`config.mk`:
```
export PLATFORM = sky130hd
export DESIGN_NAME = miq_ctrl_flat
export DESIGN_NICKNAME = d
export VERILOG_FILES = /design/src/hdl/middle_insert_queue_core_defines.svh /design/src/hdl/miq_pkg.sv /design/src/hdl/miq_if.sv /design/src/hdl/miq_ctrl.sv /design/src/flat_wrapper.sv
export SDC_FILE = /design/constraint.sdc
export NUM_CORES = 1
export LEC_CHECK = 0
export BUFFER_PORTS_ARGS = -buffer_cell sky130_fd_sc_hd__buf_2
export CORE_ASPECT_RATIO = 0.7
export CORE_UTILIZATION = 40
export DETAILED_ROUTE_END_ITERATION = 6
export PLACE_DENSITY = 0.66
export SLEW_MARGIN = 5
export SYNTH_ARGS = -nofsm -noshare
export SYNTH_HDL_FRONTEND = slang
export SYNTH_SLANG_ARGS = --single-unit
```
`constraint.sdc`:
```
create_clock -name clk -period 2.7 [get_ports clk]
set_input_delay 0.135 -clock clk [delete_from_list [all_inputs] [get_ports clk]]
set_output_delay 0.135 -clock clk [all_outputs]
set_load 0.05 [all_outputs]
```
`src/hdl/middle_insert_queue_core_defines.svh`:
```
// assertion macros for the middle insert queue
`ifndef MIDDLE_INSERT_QUEUE_CORE_DEFINES_SVH
`define MIDDLE_INSERT_QUEUE_CORE_DEFINES_SVH

// same-cycle implication, checked out of reset
`define MIQ_ASSERT_IMP(lbl, ante, cons, msg) \
  lbl: assert property (@(posedge clk) disable iff (!rst_n) (ante) |-> (cons)) \
    else $error(msg);

// next-cycle implication, checked out of reset
`define MIQ_ASSERT_NXT(lbl, ante, cons, msg) \
  lbl: assert property (@(posedge clk) disable iff (!rst_n) (ante) |=> (cons)) \
    else $error(msg);

`endif

```
`src/hdl/miq_pkg.sv`:
```
// shared constants for the middle insert queue
`timescale 1ns / 1ps
package miq_pkg;

  localparam int KIND_W   = 2;
  localparam int IN_IDENT_W = 16;
  localparam int STATUS_W = 2;
  localparam int OP_W     = 3;

  localparam int DEF_HALF_DEPTH  = 512;
  localparam int DEF_IDENT_WIDTH = 16;

  localparam logic [KIND_W-1:0] KIND_TAIL = 2'd0;
  localparam logic [KIND_W-1:0] KIND_MID  = 2'd1;
  localparam logic [KIND_W-1:0] KIND_POP  = 2'd2;

  localparam logic [STATUS_W-1:0] STATUS_OK    = 2'd0;
  localparam logic [STATUS_W-1:0] STATUS_EMPTY = 2'd1;
  localparam logic [STATUS_W-1:0] STATUS_FULL  = 2'd2;

  localparam logic [OP_W-1:0] OP_NONE     = 3'd0;
  localparam logic [OP_W-1:0] OP_PUSH     = 3'd1;
  localparam logic [OP_W-1:0] OP_MOVE     = 3'd2;
  localparam logic [OP_W-1:0] OP_POP      = 3'd3;
  localparam logic [OP_W-1:0] OP_POP_FILL = 3'd4;
  localparam logic [OP_W-1:0] OP_FULL     = 3'd5;
  localparam logic [OP_W-1:0] OP_EMPTY    = 3'd6;

endpackage

```
`src/hdl/miq_if.sv`:
```
// request and result channel interfaces
`timescale 1ns / 1ps
interface miq_in_if;
  logic                            valid;
  logic                            ready;
  logic [miq_pkg::KIND_W-1:0]      kind;
  logic [miq_pkg::IN_IDENT_W-1:0]  ident;

  modport source (output valid, output kind, output ident, input ready);
  modport sink   (input valid, input kind, input ident, output ready);
endinterface

interface miq_out_if;
  logic                            valid;
  logic                            ready;
  logic [miq_pkg::IN_IDENT_W-1:0]  popped_ident;
  logic [miq_pkg::STATUS_W-1:0]    status;

  modport source (output valid, output popped_ident, output status, input ready);
  modport sink   (input valid, input popped_ident, input status, output ready);
endinterface

```
`src/hdl/miq_ctrl.sv`:
```
// request sequencer, half queue pointers and result register
`timescale 1ns / 1ps
module miq_ctrl #(
  parameter int HALF_DEPTH  = miq_pkg::DEF_HALF_DEPTH,
  parameter int IDENT_WIDTH = miq_pkg::DEF_IDENT_WIDTH,
  localparam int AW = $clog2(HALF_DEPTH),
  localparam int CW = $clog2(HALF_DEPTH + 1)
) (
  input  logic                   clk,
  input  logic                   rst_n,
  miq_in_if.sink                 in_chan,
  miq_out_if.source              out_chan,
  output logic                   f_we,
  output logic [AW-1:0]          f_waddr,
  output logic [IDENT_WIDTH-1:0] f_wdata,
  output logic                   f_re,
  output logic [AW-1:0]          f_raddr,
  input  logic [IDENT_WIDTH-1:0] f_rdata,
  output logic                   b_we,
  output logic [AW-1:0]          b_waddr,
  output logic [IDENT_WIDTH-1:0] b_wdata,
  output logic                   b_re,
  output logic [AW-1:0]          b_raddr,
  input  logic [IDENT_WIDTH-1:0] b_rdata,
  output logic [CW-1:0]          front_count,
  output logic [CW-1:0]          back_count
);

  localparam int SW = AW + 1;
  localparam int TW = CW + 1;
  localparam int IW = miq_pkg::IN_IDENT_W;
  localparam int XW = (IDENT_WIDTH > IW) ? IDENT_WIDTH : IW;

  localparam logic [1:0] ST_IDLE  = 2'd0;
  localparam logic [1:0] ST_WRITE = 2'd1;
  localparam logic [1:0] ST_HOLD  = 2'd2;

  logic [1:0]                   state_r, state_nxt;
  logic [miq_pkg::OP_W-1:0]     op_r, op_nxt;
  logic [AW-1:0]                wa_r, wa_nxt;
  logic [AW-1:0]                fh_r, fh_nxt;
  logic [AW-1:0]                bh_r, bh_nxt;
  logic [CW-1:0]                fc_r, fc_nxt;
  logic [CW-1:0]                bc_r, bc_nxt;
  logic                         out_valid_r, out_valid_nxt;
  logic [IW-1:0]                out_ident_r, out_ident_nxt;
  logic [miq_pkg::STATUS_W-1:0] out_status_r, out_status_nxt;

  logic                         accept;
  logic                         out_free;
  logic                         full;
  logic                         has_res;
  logic                         load;
  logic [AW-1:0]                f_tail;
  logic [AW-1:0]                b_tail;
  logic [XW-1:0]                id_x;
  logic [IDENT_WIDTH-1:0]       id_s;
  logic [XW-1:0]                pop_x;
  logic [IW-1:0]                res_ident;
  logic [miq_pkg::STATUS_W-1:0] res_status;

  function automatic logic [AW-1:0] wrap_add(input logic [AW-1:0] p, input logic [CW-1:0] c);
    logic [SW-1:0] s;
    s = SW'(p) + SW'(c);
    if (s >= SW'(HALF_DEPTH)) begin
      s = s - SW'(HALF_DEPTH);
    end
    return s[AW-1:0];
  endfunction

  function automatic logic [AW-1:0] ptr_inc(input logic [AW-1:0] p);
    return (p == AW'(HALF_DEPTH - 1)) ? '0 : p + AW'(1);
  endfunction

  function automatic logic [AW-1:0] ptr_dec(input logic [AW-1:0] p);
    return (p == '0) ? AW'(HALF_DEPTH - 1) : p - AW'(1);
  endfunction

  assign accept   = in_chan.valid && (state_r == ST_IDLE);
  assign out_free = !out_valid_r || out_chan.ready;
  assign full     = (TW'(fc_r) + TW'(bc_r)) >= TW'(2 * HALF_DEPTH);
  assign f_tail   = wrap_add(fh_r, fc_r);
  assign b_tail   = wrap_add(bh_r, bc_r);
  assign id_x     = XW'(in_chan.ident);
  assign id_s     = id_x[IDENT_WIDTH-1:0];
  assign pop_x    = XW'(f_rdata);

  always_comb begin
    case (op_r) inside
      miq_pkg::OP_POP, miq_pkg::OP_POP_FILL: begin
        has_res    = 1'b1;
        res_ident  = pop_x[IW-1:0];
        res_status = miq_pkg::STATUS_OK;
      end
      miq_pkg::OP_FULL: begin
        has_res    = 1'b1;
        res_ident  = '0;
        res_status = miq_pkg::STATUS_FULL;
      end
      miq_pkg::OP_EMPTY: begin
        has_res    = 1'b1;
        res_ident  = '0;
        res_status = miq_pkg::STATUS_EMPTY;
      end
      default: begin
        has_res    = 1'b0;
        res_ident  = '0;
        res_status = miq_pkg::STATUS_OK;
      end
    endcase
  end

  always_comb begin
    state_nxt      = state_r;
    op_nxt         = op_r;
    wa_nxt         = wa_r;
    fh_nxt         = fh_r;
    bh_nxt         = bh_r;
    fc_nxt         = fc_r;
    bc_nxt         = bc_r;
    out_valid_nxt  = out_valid_r && !out_chan.ready;
    out_ident_nxt  = out_ident_r;
    out_status_nxt = out_status_r;
    load           = 1'b0;
    f_we    = 1'b0;
    f_waddr = f_tail;
    f_wdata = id_s;
    f_re    = 1'b0;
    f_raddr = fh_r;
    b_we    = 1'b0;
    b_waddr = b_tail;
    b_wdata = id_s;
    b_re    = 1'b0;
    b_raddr = bh_r;

    unique case (state_r)
      ST_IDLE: begin
        if (accept) begin
          wa_nxt    = f_tail;
          state_nxt = ST_WRITE;
          unique case (in_chan.kind)
            miq_pkg::KIND_TAIL: begin
              if (full) begin
                op_nxt = miq_pkg::OP_FULL;
              end else if (bc_r == fc_r) begin
                fc_nxt = fc_r + CW'(1);
                if (bc_r == '0) begin
                  f_we   = 1'b1;
                  op_nxt = miq_pkg::OP_PUSH;
                end else begin
                  b_re   = 1'b1;
                  b_we   = 1'b1;
                  bh_nxt = ptr_inc(bh_r);
                  op_nxt = miq_pkg::OP_MOVE;
                end
              end else begin
                b_we   = 1'b1;
                bc_nxt = bc_r + CW'(1);
                op_nxt = miq_pkg::OP_PUSH;
              end
            end
            miq_pkg::KIND_MID: begin
              if (full) begin
                op_nxt = miq_pkg::OP_FULL;
              end else if (TW'(fc_r) == TW'(bc_r) + TW'(1)) begin
                b_we    = 1'b1;
                b_waddr = ptr_dec(bh_r);
                bh_nxt  = ptr_dec(bh_r);
                bc_nxt  = bc_r + CW'(1);
                op_nxt  = miq_pkg::OP_PUSH;
              end else begin
                f_we   = 1'b1;
                fc_nxt = fc_r + CW'(1);
                op_nxt = miq_pkg::OP_PUSH;
              end
            end
            miq_pkg::KIND_POP: begin
              if (fc_r == '0) begin
                op_nxt = miq_pkg::OP_EMPTY;
              end else begin
                f_re   = 1'b1;
                fh_nxt = ptr_inc(fh_r);
                if (bc_r == fc_r) begin
                  b_re   = 1'b1;
                  bh_nxt = ptr_inc(bh_r);
                  bc_nxt = bc_r - CW'(1);
                  op_nxt = miq_pkg::OP_POP_FILL;
                end else begin
                  fc_nxt = fc_r - CW'(1);
                  op_nxt = miq_pkg::OP_POP;
                end
              end
            end
            default: begin
              op_nxt = miq_pkg::OP_NONE;
            end
          endcase
        end
      end
      ST_WRITE: begin
        if ((op_r == miq_pkg::OP_MOVE) || (op_r == miq_pkg::OP_POP_FILL)) begin
          f_we    = 1'b1;
          f_waddr = wa_r;
          f_wdata = b_rdata;
        end
        if (!has_res) begin
          state_nxt = ST_IDLE;
        end else if (out_free) begin
          load      = 1'b1;
          state_nxt = ST_IDLE;
        end else begin
          state_nxt = ST_HOLD;
        end
      end
      ST_HOLD: begin
        if (out_free) begin
          load      = 1'b1;
          state_nxt = ST_IDLE;
        end
      end
      default: begin
        state_nxt = ST_IDLE;
      end
    endcase

    if (load) begin
      out_valid_nxt  = 1'b1;
      out_ident_nxt  = res_ident;
      out_status_nxt = res_status;
    end
  end

  always_ff @(posedge clk) begin
    if (!rst_n) begin
      state_r     <= ST_IDLE;
      op_r        <= miq_pkg::OP_NONE;
      fh_r        <= '0;
      bh_r        <= '0;
      fc_r        <= '0;
      bc_r        <= '0;
      out_valid_r <= 1'b0;
    end else begin
      state_r     <= state_nxt;
      op_r        <= op_nxt;
      fh_r        <= fh_nxt;
      bh_r        <= bh_nxt;
      fc_r        <= fc_nxt;
      bc_r        <= bc_nxt;
      out_valid_r <= out_valid_nxt;
    end
  end

  always_ff @(posedge clk) begin
    wa_r         <= wa_nxt;
    out_ident_r  <= out_ident_nxt;
    out_status_r <= out_status_nxt;
  end

  assign in_chan.ready         = (state_r == ST_IDLE);
  assign out_chan.valid        = out_valid_r;
  assign out_chan.popped_ident = out_ident_r;
  assign out_chan.status       = out_status_r;
  assign front_count           = fc_r;
  assign back_count            = bc_r;

endmodule

```
`src/flat_wrapper.sv`:
```
// flat-port wrapper written by rule: the top's interface ports become plain ports
module miq_ctrl_flat 
#(
  parameter int HALF_DEPTH  = miq_pkg::DEF_HALF_DEPTH,
  parameter int IDENT_WIDTH = miq_pkg::DEF_IDENT_WIDTH,
  localparam int AW = $clog2(HALF_DEPTH),
  localparam int CW = $clog2(HALF_DEPTH + 1)
)
  (clk, rst_n, f_we, f_waddr, f_wdata, f_re, f_raddr, f_rdata, b_we, b_waddr, b_wdata, b_re, b_raddr, b_rdata, front_count, back_count, in_chan_valid, in_chan_kind, in_chan_ident, in_chan_ready, out_chan_valid, out_chan_popped_ident, out_chan_status, out_chan_ready);
  miq_in_if in_chan_i ();
  miq_out_if out_chan_i ();
  input  logic clk;
  input  logic rst_n;
  output logic f_we;
  output logic [AW-1:0] f_waddr;
  output logic [IDENT_WIDTH-1:0] f_wdata;
  output logic f_re;
  output logic [AW-1:0] f_raddr;
  input  logic [IDENT_WIDTH-1:0] f_rdata;
  output logic b_we;
  output logic [AW-1:0] b_waddr;
  output logic [IDENT_WIDTH-1:0] b_wdata;
  output logic b_re;
  output logic [AW-1:0] b_raddr;
  input  logic [IDENT_WIDTH-1:0] b_rdata;
  output logic [CW-1:0] front_count;
  output logic [CW-1:0] back_count;
  input wire logic [$bits(in_chan_i.valid)-1:0] in_chan_valid;
  input wire logic [$bits(in_chan_i.kind)-1:0] in_chan_kind;
  input wire logic [$bits(in_chan_i.ident)-1:0] in_chan_ident;
  output wire logic [$bits(in_chan_i.ready)-1:0] in_chan_ready;
  output wire logic [$bits(out_chan_i.valid)-1:0] out_chan_valid;
  output wire logic [$bits(out_chan_i.popped_ident)-1:0] out_chan_popped_ident;
  output wire logic [$bits(out_chan_i.status)-1:0] out_chan_status;
  input wire logic [$bits(out_chan_i.ready)-1:0] out_chan_ready;
  assign in_chan_i.valid = in_chan_valid;
  assign in_chan_i.kind = in_chan_kind;
  assign in_chan_i.ident = in_chan_ident;
  assign in_chan_ready = in_chan_i.ready;
  assign out_chan_valid = out_chan_i.valid;
  assign out_chan_popped_ident = out_chan_i.popped_ident;
  assign out_chan_status = out_chan_i.status;
  assign out_chan_i.ready = out_chan_ready;
  miq_ctrl #(.HALF_DEPTH(HALF_DEPTH), .IDENT_WIDTH(IDENT_WIDTH)) u_core (.clk(clk), .rst_n(rst_n), .in_chan(in_chan_i), .out_chan(out_chan_i), .f_we(f_we), .f_waddr(f_waddr), .f_wdata(f_wdata), .f_re(f_re), .f_raddr(f_raddr), .f_rdata(f_rdata), .b_we(b_we), .b_waddr(b_waddr), .b_wdata(b_wdata), .b_re(b_re), .b_raddr(b_raddr), .b_rdata(b_rdata), .front_count(front_count), .back_count(back_count));
endmodule
```
[After elaboration in Yosys (flattened, before gate mapping)]
Cells that the tools add are included.
Word-level totals
  bits in registers: 71
  bits in latches: 0
  memory bits (read-only): 0
  memories kept: 0
  memory bits (writable): 0
  output and inout bits: 112
  logic and storage cells: 158
Operators by class
  mux-type cells: 85
  reductions and logical operators: 20
  shift operators: 0
  add/sub/neg operators: 13
  $lt $le $gt $ge: 3
  eq/ne operators: 25
  div/mod/pow operators: 0
  bitwise logic cells: 1
  multiply operators: 0
Operators by type and width (count)
  $mux 9: 19
  $mux 10: 12
  $pmux 10 s3: 2
  $mux 16: 2
  $mux 1: 31
  $pmux 9 s3: 1
  $sub 9x1->9 const B: 3
  $add 10x1->10 const B: 2
  $add 9x10->10: 2
  $ge 10x10->1 const B: 2
  $logic_not 10->1: 2
  $sub 10x1->10 const B: 2
  $add 9x1->9 const B: 2
  $eq 9x9->1 const B: 2
  $reduce_and 9->1: 2
  $mux 2: 7
  $ne 2x2->1 const B: 7
  $mux 3: 4
  $add 10x1->11 const B: 1
  $add 10x10->11: 1
  $eq 10x11->1: 1
  $ge 11x11->1 const B: 1
  $eq 10x10->1: 1
  $ne 2x1->1 const B: 5
  other kinds (19): 33

[Depth between registers and ports, before layout]
Gate-level depths: netlist (run 1).
  word-level depth: 8
  mapped depth: 11

[Least setup slack after synthesis (run 1)]
Ideal clock, no wire load.
  path kind: reg2out
  start point: register u_core.bc_r[0], in the netlist u_core.back_count[0]
  end point: output b_re
  buffers on the path: 1
  path slack: -1.449 ns
  stages on the path, launching flop included: 10
  arrival time: 4.014 ns
  cells stage by stage: dfxtp_1 ha_1 fa_1 a21oi_1 o21ai_0 a2111oi_1 or2_2 clkbuf_1 a31oi_1 nor4_1
Between the ends
  word-level cells in the longest chain between the ends: 7
RTL lines
  start: declaration: line miq_ctrl.sv:44  | logic [CW-1:0] bc_r, bc_nxt;
  start signal: assignment: line miq_ctrl.sv:248  | bc_r <= bc_nxt;
  branches (longest 4 deep; another with $add 10x10->11)
  $pmux 1 s2 *: line miq_ctrl.sv:141  | unique case (in_chan.kind)
  $mux 1 *: line miq_ctrl.sv:138  | if (accept) begin
  $mux 1 *: line miq_ctrl.sv:136  | unique case (state_r)
  end: declaration: line flat_wrapper.sv:23  | output logic b_re;
Every way passes the cells marked *.

[Worst setup path in the final report (run 1)]
  start point: register u_core.bc_r[0], in the netlist u_core.back_count[0]
  end point: output b_waddr[8]
Between the ends
  word-level cells in the longest chain between the ends: 8
RTL lines
  $add 9x10->10: line miq_ctrl.sv:64  | s = SW'(p) + SW'(c);
  $sub 9x1->9 / $ge 10x10->1 (equally long branches): line miq_ctrl.sv:66, miq_ctrl.sv:65
  $mux 9: line miq_ctrl.sv:65  | if (s >= SW'(HALF_DEPTH)) begin
  $mux 9: line miq_ctrl.sv:165  | end else if (TW'(fc_r) == TW'(bc_r) + TW'(1)) begin
  $mux 9: line miq_ctrl.sv:163  | if (full) begin
  $mux 9: line miq_ctrl.sv:141
  $mux 9: line miq_ctrl.sv:138
  $mux 9 *: line miq_ctrl.sv:136
  end: declaration: line flat_wrapper.sv:21  | output logic [AW-1:0] b_waddr;
Every way passes the cells marked *; elsewhere a longest branch is shown, timed or not.

==> results of run 1 <==
[flip-flops by register name, indices dropped and copies added (netlist names), 2 cells and up]
register	flops
u_core.out_chan.popped_ident	16
u_core.back_count	10
u_core.front_count	10
u_core.b_raddr	9
u_core.f_raddr	9
u_core.wa_r	9
u_core.op_r	3
u_core.out_chan.status	2
u_core.state_r	2
[repair_timing]
item,4_1_cts,5_1_grt
endpoints found under the setup margin,26,38
setup buffers,10,7
pin swaps,15,14
cloned,0,0
resized for setup,71,32
[layout make-up]
cell class / count / area [um^2] / share of cell area, %
flip-flops and latches: 71 / 1730 / 20.1
repair buffers: 268 / 1840 / 21.4
well taps: 190 / 238 / 2.76
clock inverters: 6 / 92.6 / 1.08
multi-input cells: 564 / 4390 / 51.0
diodes: 1 / 2.50 / 0.0291
inverters: 19 / 77.6 / 0.901
clock buffers: 10 / 239 / 2.78
[cells in the final DEF, fill, tap and decap left out, drive strengths merged, types with 9 or more instances in the layout]
master	count
dfxtp	44
xnor2	35
nand4	11
nor2b	28
and2	9
inv	18
mux2i	11
o22ai	13
nor3	16
edfxtp	27
buf	268
or3	12
a21oi	46
xor2	14
nor2	61
nand2	47
ha	52
mux2	24
nand2b	9
o21ai	40
clkbuf	10
nand3	31
[power groups by stage]
stage                     sequential [uW]  combinational (uW)  clock (uW)
after floorplan                      1410                1070           0
after CTS                            1240                1920        1340
after global placement               1260                1780           0
final                                1240                1970        1330
after global routing                 1250                2100        1390
after detailed placement             1260                1790           0
[worst max-delay path by stage]
stage	to
after floorplan	b_waddr[8]
after global placement	b_waddr[3]
after detailed placement	b_waddr[2]
after CTS	b_waddr[8]
after global routing	b_waddr[8]
final	b_waddr[8]
[logic make-up after synthesis]
family	Yosys count	share of synthesized area, %
adders and majority gates	57	12.6
muxes	35	6.38
xor gates and xnor gates	49	7.20
DFF	71	28.4
AOI/OAI and AO/OA	158	16.7
and+or+nand+nor	265	23.5
buffers and inverters	63	5.31
[per-layer routing]
layer  track usage [%]  routed length, um  up-vias
li1                  -                  -     3021
met1              34.5               9040     2897
met2              41.0               8920      240
met3              4.25               1320       12
met4              5.60                181        0
met5                 0                  0        -
[stage by stage]
step	setup TNS, ns	hold WS [ns]	total power (uW)
finish	-2.67	0.0906	4540
global placement	-1.21	0.424	3040
detailed placement	-2.10	0.433	3050
floorplan	-1.56	0.324	2480
global route	-4.25	0.0894	4740
CTS	-2.86	0.0804	4490
[worst max-delay path, delay by kind of cell (launching register included)]
kind            cells  cell delay, ns
mux                 1            0.27
fa+ha+maj           2            0.49
buf+inv             1            0.17
compound gates      4            0.71
flops               1            0.36
xor+xnor            1            0.15
simple gates        1            0.39
==> results.md, run 1 <==
- Worst R2R End: u_core.front_count[1]
- Total GRT Usage: 25.1%
- DRC: 0
- Final setup viols: 11
- CP max stage delay: 0.39 ns
- Gate power share: 43.3%
- Hold-critical path depth: 2
- Status: finished with violations
- Estimated wirelength of the detail-placed design: 15000 um
- Slew Limit Fails: 0
- Root Buffer: clkbuf_16
- CP Class: reg2out
- Reg2Reg Depth: 11
- Failing checks: setup timing
- DP Area: 7770 um^2
- Worst VDD drop: 0.324 mV
- Hold path endpoint: u_core.out_chan.popped_ident[10]
- Avg WL per Cell: roughly 17 um
- Worst reg2reg startpoint: u_core.back_count[0]
- RSZ-0062 raised after global routing: yes
- Sw Share: about two fifths
- Worst-path cell chain: ha_4 -> fa_2 -> a21oi_2 -> o21ai_2 -> a2111oi_4 -> o211ai_1 -> or3_4 -> mux2i_4 -> xnor2_4 -> buf_6
- Ys Warns: 0
- Tmin final: around 3.0 ns
- Final Hold Fails: 0
- Layout cell share with drive strength beyond 1: 42.1%
- Crit. End Element: output pin
- I/O pin count: ~170
- Yosys cell types: approximately 70
- Slew headroom: ~70%
- Clock Tree Buf Depth: 2
- Fin util: 60.5%
- FF+latch count, synth: 71
- Max Fclk: about 330 MHz
- Post-Synthesis Cells: 698
- Lkg Pwr: 0.00384 uW
- Final nets: about 1000
- Vias: 6170
- Share of the yosys chip area belonging to registers: 28.4%
- Min-Delay Path Class: in2reg
- Die Ht: 104 um
- DR vias/cell: 5.47
- Share of synthesized registers carrying an async set or reset: 0%
- Maxcap violations: 0
- Syn_nets: 809
- Final instance area: approximately 8600 um^2
- Area added between synthesis and finish: 44.4%
- Power Density: about 530 nW/um^2
- Fillers: 1249
- Syn Area/Cell: 8.54 um^2
- Routed WL: a little under 20000 um
- Commonest cells in the netlist: nor2_1, ha_1, nand2_1
- Min-delay src: f_rdata[10]
- Area leader, netlist: dfxtp_1
- Internal Power: 2790 uW
- H-Tree Level Count: 3
- Antenna violations before repair: 1
- Vias in the first global route: 5577
- Top-count cell post-synth: nor2_1
- Post-route ant nets: 0
- Fin worst setup slack: -0.321 ns
- Drt first pass iters: 5
- CTS sink cnt: ~70
- Synth top area share: around 15%
- Worst Setup SP: u_core.back_count[0]
- Worst Tran Pin Value: 0.441 ns
- Most used flip-flop cell after synthesis: dfxtp_1
- Final RePlAce weighted congestion: around 0.89
- Largest net degree at the start of global routing: 28
- Worst setup SP type: flop
- Number of synthesized flops with an enable pin: 27
- Final std cells w/o fill: 1129
- Clock Skew: ~0.013 ns
- CTS Buf Count: 9
- Sequential power share: 27.4%
- Congestion Overflow GR: 0
- Starting Density: 41.9%
- NetSw: around 1700 uW
- Largest cells by area after synthesis: dfxtp_1, edfxtp_1, ha_1
- Core area: roughly 14000 um^2
- Hold-fix buffers at CTS: 0
- Rows: 36
- PortBufs: around 170
- Critical Path Slowest Stage Cell: or3_4
- Worst Path Required: 2.57 ns
- Clock share of power: 29.3%
- Worst skew pair latency: 0.34 ns
- CP max FO: 3
- Die width: 148 um
- Initial drt markers: 467
- Reg-to-reg slack, setup: 0.03 ns
- Placed Instances: 1095
- Die area: around 15000 um^2
- First-pass GRT wire length: 30000 um
- Clk slew on worst S/H paths: 0.06 ns
- Pre-CTS setup slack: -0.246 ns
- Syn Std Cell Area: between 5000 and 6000 um^2
- Arr. time, crit path: 2.89 ns
- Final Cycle Share: 112%
- TritonCTS clock tree: done
No activity file was read; power rests on OpenSTA's default activity.
==> run 2: changes to the inputs <==
- BUFFER_PORTS_ARGS: -buffer_cell sky130_fd_sc_hd__buf_2 -> -buffer_cell sky130_fd_sc_hd__buf_4
==> run 2 against run 1 <==
Against the previous run: combinational power up 9%; the flow still finishes with violations (setup timing); sequential cell count unchanged; critical path depth unchanged; cell area up 6.5%; highest routed layer unchanged; global-route usage up 1.7 points; critical endpoint unchanged; critical path type unchanged.
==> results.md, run 2 (synthesis gave the netlist of run 1 again) <==
- Total Power: about 4600 uW
- Min-Delay Path Class: in2reg
- Max Fclk: 323 MHz
- Clock Skew: 0.00980 ns
- Fillers: around 1100
- Worst Tran Pin Value: 1.05 ns
- CP Class: reg2out
- Worst-path cell chain: buf_8 -> ha_4 -> nand4_1 -> or4b_1 -> nand3_2 -> nand4_4 -> or3_4 -> mux2i_4 -> xnor2_4 -> buf_6
- DR vias/cell: 5.66
- Estimated wirelength of the detail-placed design: about 16000 um
- Lkg Pwr: 0.00397 uW
- Failing checks: setup timing
- Fin util: 64.4%
- PortBufs: around 170
- Congestion Overflow GR: 0
- CP max FO: 6
- Starting Density: 41.9%
- Total GRT Usage: 26.8%
- Slew Limit Fails: 0
- Final setup viols: 34
- Worst Path Required: ~2.6 ns
- Placed Instances: around 1100
- Status: finished with violations
- Final RePlAce weighted congestion: about 0.87
- RSZ-0062 raised after global routing: yes
- Final Hold Fails: 0
- Rows: 36
- Uppermost layer routed: met4
- Antenna violations before repair: 0
- Die Ht: 104 um
- Antenna cell count: 0
- Most common cell after layout, fill and taps aside: buf_4
- Clk slew on worst S/H paths: 0.06 ns
- Final nets: 1048
- Root Buffer: clkbuf_16
- Maxcap violations: 0
- Tmin final: 3.10 ns
- Drt first pass iters: 5
- Worst VDD drop: roughly 0.32 mV
- Core area: between 10000 and 15000 um^2
- I/O pin count: 166
- TritonCTS clock tree: done
- Largest net degree at the start of global routing: 28
- Worst skew pair latency: between 0.3 and 0.4 ns
- Vias in the first global route: 6052
- Commonest cells after routing, fill and taps aside: buf_4, nor2_1, ha_1
- Clock Tree Buf Depth: 2
- Critical Path Slowest Stage Cell: or4b_1
- Met2 routed WL: 10500 um
- First-pass GRT wire length: between 30000 and 40000 um
- Area added between synthesis and finish: 53.7%
- Initial drt markers: 592
- H-Tree Level Count: 3
- Register area: 1730 um^2
- Final std cells w/o fill: between 1000 and 1500
- CTS sink cnt: a little over 70
- CP max stage delay: approximately 0.5 ns
- Die width: 148 um
- DRT met1 WL: 9070 um
- Crit path max-delay family: simple AND/OR/NAND/NOR gates
- DRC: 0
- Post-route ant nets: 0
- Final Cycle Share: 115%
- Worst setup SP type: flop
- CP Buf/Inv Count: 2
- Wire length on met3: 1890 um
- Hold Worst Slack: 0.0795 ns
- Layout cell share with drive strength beyond 1: 45.9%
- Power Density: about 500 nW/um^2
- Fin worst setup slack: -0.397 ns
- Max reg flops: 16
- Die area: around 15000 um^2
- CTS Buf Count: 9
- Multi-input logic area: 4590 um^2
- Crit. End Element: output pin
- Routed WL: 21700 um
- Avg WL per Cell: 19.2 um
- Slew headroom: between 20 and 30%
- Vias: 6406
- Arr. time, crit path: ~3.0 ns
run 2: final cells by class:
type / instances / area share, %
Clock buffer: 9 / 2.46
Clock inverter: 7 / 0.805
Inverter: 19 / 0.778
Multi-Input combinational cell: 564 / 50.1
Sequential cell: 71 / 18.9
Tap cell: 190 / 2.59
Timing Repair Buffer: 272 / 24.4
run 2: timing repair:
| item | CTS | global route |
|---|---|---|
| setup endpoints to repair | 35 | 45 |
| hold buffers | 0 | 0 |
| pin swaps | 22 | 32 |
| setup buffers | 13 | 14 |
| gates resized for setup | 57 | 89 |
| gates cloned | 0 | 2 |
run 2: power breakdown:
group | switching (uW) | total [uW] | internal (uW)
Combinational | 1290 | 2150 | 859
Clock | 502 | 1220 | 716
Sequential | 52.7 | 1240 | 1180
Total | 1850 | 4610 | 2760
run 2: final timing paths:
check | from | to | slack (ns) | depth (start not counted)
worst min register to register | u_core.op_r[1] | u_core.op_r[1] | 0.54 | 2
worst max-delay path | u_core.back_count[0] | b_waddr[8] | -0.40 | 10
worst min-delay path | f_rdata[14] | u_core.out_chan.popped_ident[14] | 0.08 | 2
worst max register to register | u_core.back_count[0] | u_core.back_count[8] | -0.24 | 16
run 2: stage by stage:
| step | cell area (um^2) | TNS, ns | worst slack (ns) |
|---|---|---|---|
| finish | 9170 | -5.74 | -0.397 |
| global route | 9170 | -8.50 | -0.461 |
| CTS | 8710 | -2.96 | -0.327 |
| detailed placement | 8120 | -2.35 | -0.199 |
| global placement | 8120 | -1.40 | -0.162 |
| floorplan | 6240 | -1.56 | -0.272 |
run 2: per-layer routing:
layer / vias up / GRT usage, %
li1: 3023 / -
met1: 3075 / 34.8
met2: 284 / 45.1
met3: 24 / 6.18
met4: 0 / 5.96
met5: - / 0
==> run 3: changes to the inputs <==
- CORE_UTILIZATION: 40 -> 30
- PLACE_DENSITY: 0.66 -> default
==> run 3 against run 2 <==
Against the previous run: the run still ends with setup timing left; sequential share of layout area shrank 0.33 points; hold slack worse by 0.0041 ns; critical path type unchanged; critical path depth stayed put; sequential power hardly changed; via count down 2.7%; clock skew is essentially flat; sequential cell count unchanged; largest cell class unchanged; die area is 33% higher; power about the same; worst setup slack improved by 0.061 ns; largest power group unchanged; maximum frequency grew 2.0%.
==> results.md, run 3 (synthesis gave the netlist of run 1 again) <==
- Status: finished with violations
- Failing checks: setup timing
- Routed WL: around 21000 um
- Slew headroom: 33.8%
- Final RePlAce weighted congestion: 0.823
- Initial drt markers: 402
- Worst setup SP type: flop
- Maxcap violations: 0
- Die area: 20500 um^2
- Starting Density: 31.1%
- Root Buffer: clkbuf_16
- Hold Worst Slack: 0.0754 ns
- Arr. time, crit path: 2.90 ns
- First-pass GRT wire length: slightly above 30000 um
- Estimated wirelength of the detail-placed design: between 15000 and 20000 um
- Total Power: 4610 uW
- Fin worst setup slack: -0.336 ns
- Hold-fix buffers at CTS: 0
- Area added between synthesis and finish: 56.7%
- Most common cell after layout, fill and taps aside: buf_4
- Post-route ant nets: 0
- CTS Buf Count: 9
- CTS sink cnt: 71
- Clk slew on worst S/H paths: 0.06 ns
- Crit. End Element: output pin
- Final Cycle Share: 112%
- Final Hold Fails: 0
- H-Tree Level Count: 3
- Largest net degree at the start of global routing: 26
- Rows: 42
- Vias: between 6000 and 7000
- CP Class: reg2out
- Worst Path Required: 2.57 ns
- Clock Tree Buf Depth: 2
- Worst skew pair latency: 0.35 ns
- Antenna violations before repair: 0
- TritonCTS clock tree: done
- Max reg flops: 16
- RSZ-0062 raised after global routing: yes
- Die Ht: between 100 and 150 um
- Congestion Overflow GR: 0
- Min-Delay Path Class: in2reg
- Worst Tran Pin Value: ~0.99 ns
- Die width: 170 um
- Fillers: 1805
- Drt first pass iters: 5
- Avg WL per Cell: 17.4 um
- Slew Limit Fails: 0
- DR vias/cell: roughly 5.1
- Antenna cell count: 0
- Multi-input logic area: ~4600 um^2
- Max Fclk: 329 MHz
- Lkg Pwr: 0.00403 uW
- Layout cell share with drive strength beyond 1: a little under half
- Power Density: roughly 490 nW/um^2
- DRC: 0
- Final setup viols: 30
- Total GRT Usage: 20.0%
- Commonest cells after routing, fill and taps aside: buf_4, nor2_1, nand2_1, ha_1, a21oi_1
- Core area: 19200 um^2
- PortBufs: 165
- Clock Skew: 0.00965 ns
- Register area: 1730 um^2
- Tmin final: slightly above 3 ns
- I/O pin count: 166
- Worst VDD drop: 0.376 mV
- CP max FO: 2
- Vias in the first global route: 5679
- Final nets: roughly 1100
-- run 3: cell count changes in the layout (fill, tap and decap cells not counted), sizes merged --
cell,before,now
inv,18,20
buf,272,281
clkinvlp,1,2
clkinv,6,3
-- run 3: routing by layer --
metal	GRT usage [%]	share of wire (%)
met5	0	0
met4	4.84	1.2
met3	4.65	6.5
met2	32.1	45
met1	27.0	48
-- run 3: area by class of cell --
class	instances	area share (%)
timing repair buffer	281	24.7
clock buffer	9	2.41
inverter	19	0.804
multi-input combinational	564	49.2
clock inverter	7	0.830
tap	264	3.54
sequential	71	18.5
-- run 3: power breakdown --
group	leakage (uW)	switching [uW]	total [uW]	internal, uW
sequential	0.000626	51.0	1230	1180
clock	0.000147	504	1230	725
combinational	0.00326	1270	2150	875
-- run 3: worst max-delay path: stages (launching register included) --
cell       delay [ns]
dfxtp_4          0.36
ha_4             0.16
fa_2             0.33
a21oi_2          0.14
o21ai_2          0.08
a2111oi_4        0.34
o211ai_1         0.15
or3_4            0.42
mux2i_4          0.25
xnor2_4          0.14
buf_8            0.16
-- run 3: metrics by stage --
step | utilization [%] | instance area, um^2 | setup WS, ns | TNS, ns | instances
6_report | 48.7 | 9340 | -0.336 | -4.80 | 1215
5_1_grt | 48.7 | 9340 | -0.420 | -8.06 | 1215
4_1_cts | 46.6 | 8940 | -0.305 | -2.77 | 1203
3_5_place_dp | 43.2 | 8300 | -0.206 | -2.20 | 1175
3_3_place_gp | 43.2 | 8300 | -0.171 | -1.62 | 1175
2_1_floorplan | - | 6240 | -0.272 | -1.56 | 698
-- run 3: path summary, 6_finish.rpt --
check	startpoint	to	slack, ns	cells after the start
max	u_core.back_count[0]	b_waddr[8]	-0.34	10
min	f_rdata[5]	u_core.out_chan.popped_ident[5]	0.08	2
max reg2reg	u_core.back_count[0]	u_core.b_raddr[2]	-0.15	15
min reg2reg	u_core.op_r[1]	u_core.op_r[1]	0.53	2
-- run 3: timing repair --
| action | 4_1_cts | 5_1_grt |
|---|---|---|
| resized for setup | 61 | 75 |
| pin swaps | 21 | 40 |
| endpoints found under the setup margin | 27 | 46 |
| endpoints found under the hold margin | 0 | 0 |
| gates cloned | 0 | 1 |
| setup buffers | 13 | 16 |
